--- src/sv/ubd_pkg.sv ---
// ----------------------------------------------------------------------------
// ubd_pkg
// types and constants shared by the baud divisor pipeline
// ----------------------------------------------------------------------------
package ubd_pkg;

   localparam int ClkW          = 32;
   localparam int BaudW         = 22;
   localparam int IntW          = 16;
   localparam int FracW         = 6;
   // quotient floor(4*clock/baud) needs int + frac bits when not saturated
   localparam int QuoW          = IntW + FracW;
   // dividend is the clock times four: two zero bits below it
   localparam int NumW          = ClkW + 2;
   // dividend bits left to shift in once the top bits seed the remainder
   localparam int LowW          = QuoW;
   localparam int SeedW         = NumW - LowW;
   localparam int StepsPerStage = 2;
   localparam int NumStages     = QuoW / StepsPerStage;
   // clock bits that sit above the quotient range, for the saturation check
   localparam int ClkHiLsb      = QuoW - 2;

   localparam logic [IntW-1:0]  IntMax  = 16'hffff;
   localparam logic [IntW-1:0]  IntMin  = 16'h0001;
   localparam logic [FracW-1:0] FracMax = 6'h3f;

   typedef struct packed {
      logic [ClkW-1:0]  reference_clock;
      logic [BaudW-1:0] baud_rate;
   } ubd_req_type;

   typedef struct packed {
      logic [IntW-1:0]  integer_divisor;
      logic [FracW-1:0] fractional_divisor;
      logic             out_of_range;
   } ubd_rsp_type;

   // one item in flight through the divider
   typedef struct packed {
      logic             valid;
      logic             sat_high;
      logic [BaudW-1:0] rem;
      logic [LowW-1:0]  num;
      logic [QuoW-1:0]  quo;
      logic [BaudW-1:0] baud;
   } ubd_stage_type;

endpackage

--- src/sv/ubd_prep.sv ---
// ----------------------------------------------------------------------------
// ubd_prep
// first pipeline stage: seeds the remainder and flags an oversized divisor
// ----------------------------------------------------------------------------
module ubd_prep import ubd_pkg::*; (
   input  logic          clock,
   input  logic          reset,
   input  logic          advance,
   input  logic          req_valid,
   input  ubd_req_type   req_item,
   output ubd_stage_type stage_out
);

   ubd_stage_type stage_ff;
   ubd_stage_type stage_in;
   logic [NumW-1:0] dividend;

   always_comb begin
      dividend          = {req_item.reference_clock, 2'b00};
      stage_in.valid    = req_valid;
      // integer part above the maximum (or zero baud) when clock>>20 >= baud
      stage_in.sat_high = {{(BaudW-(ClkW-ClkHiLsb)){1'b0}},
                           req_item.reference_clock[ClkW-1:ClkHiLsb]}
                          >= req_item.baud_rate;
      stage_in.rem      = {{(BaudW-SeedW){1'b0}}, dividend[NumW-1:LowW]};
      stage_in.num      = dividend[LowW-1:0];
      stage_in.quo      = '0;
      stage_in.baud     = req_item.baud_rate;
   end

   always_ff @(posedge clock) begin
      if (reset) begin
         stage_ff.valid <= 1'b0;
      end else if (advance) begin
         stage_ff <= stage_in;
      end
   end

   assign stage_out = stage_ff;

endmodule

--- src/sv/ubd_stage.sv ---
// ----------------------------------------------------------------------------
// ubd_stage
// one divider stage: two restoring shift-subtract steps, then a register
// ----------------------------------------------------------------------------
module ubd_stage import ubd_pkg::*; (
   input  logic          clock,
   input  logic          reset,
   input  logic          advance,
   input  ubd_stage_type stage_in,
   output ubd_stage_type stage_out
);

   ubd_stage_type stage_ff;
   ubd_stage_type stage_nx;

   always_comb begin
      logic [BaudW:0] trial;
      stage_nx = stage_in;
      for (int s = 0; s < StepsPerStage; s++) begin
         trial        = {stage_nx.rem, stage_nx.num[LowW-1]};
         stage_nx.num = {stage_nx.num[LowW-2:0], 1'b0};
         if (trial >= {1'b0, stage_nx.baud}) begin
            trial        = trial - {1'b0, stage_nx.baud};
            stage_nx.quo = {stage_nx.quo[QuoW-2:0], 1'b1};
         end else begin
            stage_nx.quo = {stage_nx.quo[QuoW-2:0], 1'b0};
         end
         // remainder is below the baud rate again, so it fits
         stage_nx.rem = trial[BaudW-1:0];
      end
   end

   always_ff @(posedge clock) begin
      if (reset) begin
         stage_ff.valid <= 1'b0;
      end else if (advance) begin
         stage_ff <= stage_nx;
      end
   end

   assign stage_out = stage_ff;

endmodule

--- src/sv/uart_baud_divisor_calc.sv ---
// ----------------------------------------------------------------------------
// uart_baud_divisor_calc
// fractional baud divisor for a 16x oversampling uart
// ----------------------------------------------------------------------------
// Each item carries a reference clock in hertz and a baud rate; the result is
// the divisor clock/(16*baud) as a 16-bit integer part and a 6-bit fraction in
// sixty-fourths, truncated, so integer*64+fraction = floor(4*clock/baud). An
// integer part of zero gives 1 and one above 65535 (or a zero baud rate) gives
// 65535, both with fraction 0 and out_of_range set. One item is taken in every
// cycle while req_stall is low; the pipeline is one seed stage, 11 divider
// stages of two restoring steps each (22 quotient bits) and the output register.
// The whole pipeline holds while a result is stalled, so req_stall follows
// rsp_stall whenever a result is waiting.
module uart_baud_divisor_calc import ubd_pkg::*; (
   input  logic        clock,
   input  logic        reset,
   input  logic        req_valid,
   output logic        req_stall,
   input  ubd_req_type req_item,
   output logic        rsp_valid,
   input  logic        rsp_stall,
   output ubd_rsp_type rsp_item
);

   // pipeline moves as one when the output register can take a new item
   logic          advance;
   ubd_stage_type pipe [NumStages+1];
   logic          rsp_valid_ff;
   logic          rsp_valid_in;
   ubd_rsp_type   rsp_item_ff;
   ubd_rsp_type   rsp_item_in;
   logic [IntW-1:0] whole;

   assign advance   = !(rsp_valid_ff && rsp_stall);
   assign req_stall = !advance;

   // seed stage
   ubd_prep u_prep (
      .clock     (clock),
      .reset     (reset),
      .advance   (advance),
      .req_valid (req_valid),
      .req_item  (req_item),
      .stage_out (pipe[0])
   );

   // divider stages
   for (genvar g = 0; g < NumStages; g++) begin : g_stage
      ubd_stage u_stage (
         .clock     (clock),
         .reset     (reset),
         .advance   (advance),
         .stage_in  (pipe[g]),
         .stage_out (pipe[g+1])
      );
   end

   // saturation and formatting of the result item
   always_comb begin
      whole        = pipe[NumStages].quo[QuoW-1:FracW];
      rsp_valid_in = pipe[NumStages].valid;
      priority if (pipe[NumStages].sat_high) begin
         // divisor too large, or zero baud rate
         rsp_item_in.integer_divisor    = IntMax;
         rsp_item_in.fractional_divisor = '0;
         rsp_item_in.out_of_range       = 1'b1;
      end else if (whole == '0) begin
         // clock below sixteen times the baud rate
         rsp_item_in.integer_divisor    = IntMin;
         rsp_item_in.fractional_divisor = '0;
         rsp_item_in.out_of_range       = 1'b1;
      end else begin
         rsp_item_in.integer_divisor    = whole;
         rsp_item_in.fractional_divisor = pipe[NumStages].quo[FracW-1:0] & FracMax;
         rsp_item_in.out_of_range       = 1'b0;
      end
   end

   // output register
   always_ff @(posedge clock) begin
      if (reset) begin
         rsp_valid_ff <= 1'b0;
      end else if (advance) begin
         rsp_valid_ff <= rsp_valid_in;
      end
   end

   always_ff @(posedge clock) begin
      if (advance) begin
         rsp_item_ff <= rsp_item_in;
      end
   end

   assign rsp_valid = rsp_valid_ff;
   assign rsp_item  = rsp_item_ff;

endmodule
--- config.mk ---
export PLATFORM = sky130hd
export DESIGN_NAME = uart_baud_divisor_calc
export DESIGN_NICKNAME = d
export VERILOG_FILES = /design/src/sv/ubd_pkg.sv /design/src/sv/ubd_prep.sv /design/src/sv/ubd_stage.sv /design/src/sv/uart_baud_divisor_calc.sv
export SDC_FILE = /design/constraint.sdc
export NUM_CORES = 2
export LEC_CHECK = 0
export BUFFER_PORTS_ARGS = -buffer_cell sky130_fd_sc_hd__clkbuf_2
export CAP_MARGIN = 15
export CORE_AREA = 10 10 394 396
export CTS_CLUSTER_DIAMETER = 60
export DETAILED_ROUTE_END_ITERATION = 10
export DIE_AREA = 0 0 404 406
export PLACE_DENSITY = 0.5
export SLEW_MARGIN = 20
export SYNTH_ARGS = -nofsm -noshare
export SYNTH_HDL_FRONTEND = slang
export SYNTH_SLANG_ARGS = --single-unit
--- constraint.sdc ---
create_clock -name clock -period 42.8 [get_ports clock]
set_input_delay 2.14 -clock clock [delete_from_list [all_inputs] [get_ports clock]]
set_output_delay 2.14 -clock clock [all_outputs]
set_load 0.005 [all_outputs]
* After elaboration in Yosys (flattened, before gate mapping)
Cells that the tools add are included.
** Word-level totals
- Output and inout bits :: 25
- Flip-flop bits (word level) :: 764
- Input port bits :: 58
- Word-level logic and storage cells :: 166
** Cells by class
- Reductions and logical operators :: 4
- Bitwise gates (word level) :: 2
- $add $sub $neg :: 21
- $lt $le $gt $ge :: 23
- Multiplexer cells :: 44
** Operator list (number)
- $ge A23 B22 Y1 :: 21
- $mux W22 :: 21
- $sub A22 B22 Y22 :: 20
- $mux W23 :: 1
- $ge A12 B22 Y1 :: 1
- $ge A13 B22 Y1 :: 1
- $mux W1 :: 22
- $sub A13 B22 Y22 :: 1
- $logic_not A16 Y1 :: 1
- $not A1 Y1 :: 2
- $reduce_and A2 Y1 :: 1
- $reduce_or A2 Y1 :: 1
- $logic_and A1 B1 Y1 :: 1

* Depth between registers and ports, before layout
- Depth in word-level cells :: 4
- Gate-level depth with buffers :: 28
- Depth with buffers taken out :: 24

* Cells and area by module
Synthesis repeated with hierarchy kept, for this count alone.
** Unflattened totals
- Cells, all modules :: 5353
- Area total of the unflattened synthesis :: 62671.4 µm²
** Modules (own cells, without submodules)
- ubd_stage (g_stage[10].u_stage ...) :: times used 9, cells each 468, area each 5406.4 µm², seq. area each 2632.5 µm²
- ubd_stage (g_stage[0].u_stage ...) :: times used 2, cells each 470, area each 5356.4 µm², seq. area each 2632.5 µm²
- ubd_prep :: times used 1, cells each 137, area each 2270.9 µm², seq. area each 1671.6 µm²
- uart_baud_divisor_calc :: times used 1, cells each 64, area each 1029.7 µm², seq. area each 710.7 µm²

* Least setup slack after synthesis
Ideal clock, no wire load.
- Kind :: input to register
- Start point :: input rsp_stall
- End point :: register g_stage[0].u_stage.stage_ff (netlist bit g_stage[0].u_stage.stage_out[0]) (enable)
- Arrival :: 32.692 ns
- Data required time :: 40.956 ns
- Stages on the path :: 4
- Path buffers :: 1
- Library setup time :: 1.844 ns
- Setup slack :: 8.264 ns
- Cells stage by stage :: nand2_1 inv_1 buf_1 nor2_1
** On the way
- Cells in the longest elaborated chain, start to end :: 3
** RTL lines
- from (decl) :: line uart_baud_divisor_calc.sv:21 : input logic rsp_stall,
- $logic_and A1 B1 Y1 :: line uart_baud_divisor_calc.sv:34 : assign advance = !(rsp_valid_ff && rsp_stall);
- via req_stall :: line uart_baud_divisor_calc.sv:18 : output logic req_stall,
- $not A1 Y1 (no line)
- $reduce_and A2 Y1 (no line)
- to (signal assigned) :: line ubd_stage.sv:37 : stage_ff <= stage_nx;
- to (decl) :: line ubd_stage.sv:13 : ubd_stage_type stage_ff;
The timed path passes the listed nets, and every way through them passes these cells.
A chain may end at the register's enable or synchronous reset.

==> run metrics <==
1st-iter DRT viols=2377; Final period util=0.176; worst-path maximum fanout=29; DIE HEIGHT=406 um; Hold Crit Class=reg2reg; CTS tree=built; clk_lat worst skew=0.75 ns; number of CTS-inserted buffers=99; Inserted Diodes=0; final setup vio count=0; CTS sink cnt=764; Yosys reg bits=764; drt first pass iters=5; Port Buffers=82; Post-CTS Resized=0; dominant synthesized flop cell=edfxtp_1; crit start category=flop; largest net degree at the start of global routing=75; CORE AREA=147000 sq um; Layout Skew=0.0668 ns; number of enable flip-flop cells after synthesis=751; Tmin final=7.55 ns; chip width=404 um; tightest hold margin=0.388 ns; syn_area_per_cell=10.8 sq um; final-report hold violation count=0; Area after DPL=54000 sq um; die area=164000 sq um; Post-CTS Hold Buffers=0; WP data arrival=8.11 ns; Via Count=35775; CTS clk-pin slew, worst paths=0.06 ns; measured slew at the worst slew-check pin=1.02 ns; routed wire length=123000 um; Worst Setup End Kind=flop; WL per Instance=17.8 um; number of global-route vias before repair=34730; nets=5454; GRT Total Usage=0.147; DRC=0; worst rel slew slack=0.316; status=finished clean; Async S/R FF share, synth=0; total grt overflow=0; RSZ-0062 raised after global routing=no; CTS root buffer=clkbuf_16; post-CTS setup buffers=0; area grow syn2layout=12.3%; Fmax=132 MHz; net count after synthesis=5319; Post-Synthesis Cells=4754; crit path kind=reg2reg; post-detailed-route via-to-cell ratio=5.18; layout cells sized above 1=0.123; Final Max Slew Viols=0; first-pass GRT wire length=195000 um; post-route ant nets=0; post-DP HPWL=96100 um; Starting Density=0.348; H-tree depth=3; max-capacitance violation count=0; CTS max path bufs=3; post-route cell area=57500 sq um; Final Util=0.391; filler cell count=14321; setup_tns=0 ns; initial antenna violation count=1; Seq/Total Area, Yosys=0.446; I/O pin total=83; num rows=141; synth unique cells=82; synthesized area=51200 sq um; YS warnings=0; Critical Path RT=43.35 ns; RePlAce Congestion=0.873
Yosys cell counts (24+ instances only):
master    count  area share
o31ai_1      26      0.0038
nor2b_1      59      0.0072
ha_1        486        0.12
mux2i_1      36      0.0070
a21boi_0     25      0.0037
nor4_1       25      0.0031
o21bai_1     53      0.0078
nand3_1      76      0.0074
edfxtp_1    751        0.44
xor2_1       90       0.015
or3_1        34      0.0042
nor2_1      299       0.022
mux2_2      274       0.060
a31oi_1      35      0.0043
o21a_1       86       0.013
and3_1       45      0.0055
xnor2_1     247       0.042
clkbuf_1     58      0.0043
a211oi_1     31      0.0045
a21o_1      177       0.026
and2_1       24      0.0029
or2_2        28      0.0034
nor3_1       79      0.0077
inv_1       422       0.031
a21oi_1     339       0.033
nand2_1     256       0.019
nand2b_1     51      0.0062
o21ai_0     238       0.023
nand4_1      67      0.0082
cell type report:
type                    count  area (sq um)  share of cell area
flip-flops and latches    764         22800               0.397
inverters                 422          1580              0.0275
well taps                1930          2410              0.0420
repair buffers            118           681              0.0118
clock inverters            75           951              0.0165
multi-input cells        3484         26500               0.461
clock buffers             113          2530              0.0440
worst max-delay path, cell delays in order (launching register included):
cell and delay [ns]:
edfxtp_1 0.49, inv_1 0.18, ha_1 0.26, a21o_1 0.16
a21o_1 0.22, a311oi_1 0.41, o31ai_1 0.27, a31o_2 0.34
a31oi_1 0.17, buf_4 0.19, clkinv_1 0.80, o21ai_0 0.81
inv_1 0.10, ha_1 0.30, nor2b_1 0.14, o21bai_1 0.20
a311o_1 0.26, a21oi_1 0.13, o311a_1 0.44, and2_1 0.20
o32ai_1 0.44, nor3b_1 0.59, a22oi_1 0.17, o21ai_0 0.15
through the flow:
| stage | setup slack (ns) | std cells |
|---|---|---|
| 3_5_place_dp | 35.25 | 6718 |
| 4_1_cts | 35.46 | 6906 |
| 5_1_grt | 34.57 | 6906 |
| 3_3_place_gp | 35.33 | 6718 |
| 2_1_floorplan | 8.26 | 4754 |
| 6_report | 35.25 | 6906 |
final timing paths:
path | startpoint | end | slack (ns) | cells after the start
min reg2reg | g_stage[0].u_stage.stage_out[50]$_DFFE_PP_ | g_stage[1].u_stage.stage_out[52]$_DFFE_PP_ | 0.39 | 0
max reg2reg | g_stage[5].u_stage.stage_out[1]$_DFFE_PP_ | g_stage[6].u_stage.stage_out[85]$_DFFE_PP_ | 35.25 | 23
min | g_stage[0].u_stage.stage_out[50]$_DFFE_PP_ | g_stage[1].u_stage.stage_out[52]$_DFFE_PP_ | 0.39 | 0
max | g_stage[5].u_stage.stage_out[1]$_DFFE_PP_ | g_stage[6].u_stage.stage_out[85]$_DFFE_PP_ | 35.25 | 23
sequential cells by signal, summed over array words and instances (netlist names):
register                   count
g_stage.u_stage.stage_out    684
u_prep.stage_out              56
rsp_item                      23
rsp_valid                      1
kinds of logic after synthesis:
group,after synthesis,share of synthesized area
xor+xnor,337,0.0577
flops,764,0.446
buf+inv,506,0.0378
fa+ha+maj,507,0.127
compound gates,1213,0.155
mux,326,0.0708
simple gates,1101,0.106
layout by cell type, fill, tap and decap left out, types with 28 or more instances in the layout:
cell / instances
mux2_2: 274
nor2_1: 297
nand2_1: 256
or2_2: 28
nor2b_1: 59
mux2i_1: 36
clkbuf_16: 99
o21bai_1: 53
a31oi_1: 35
nand3_1: 76
o21ai_0: 238
edfxtp_1: 751
and3_1: 44
a21oi_1: 338
xnor2_1: 247
or3_1: 34
buf_4: 36
o21a_1: 86
nand4_1: 67
nor3_1: 79
ha_1: 486
a211oi_1: 30
xor2_1: 90
a21o_1: 177
nand2b_1: 51
inv_1: 421
clkbuf_2: 82
layer usage:
layer / vias to the layer above / part of all wire / global-route usage / routed length [um]
li1: 18028 / - / - / -
met1: 16926 / 0.50 / 0.212 / 61300
met2: 649 / 0.43 / 0.223 / 52600
met3: 172 / 0.046 / 0.0253 / 5620
met4: 0 / 0.027 / 0.0437 / 3360
met5: - / 0 / 0 / 0
Power is left out: the tool's default activity adds up to more than one toggle a clock period on the data nets, which glitch-free logic cannot reach.
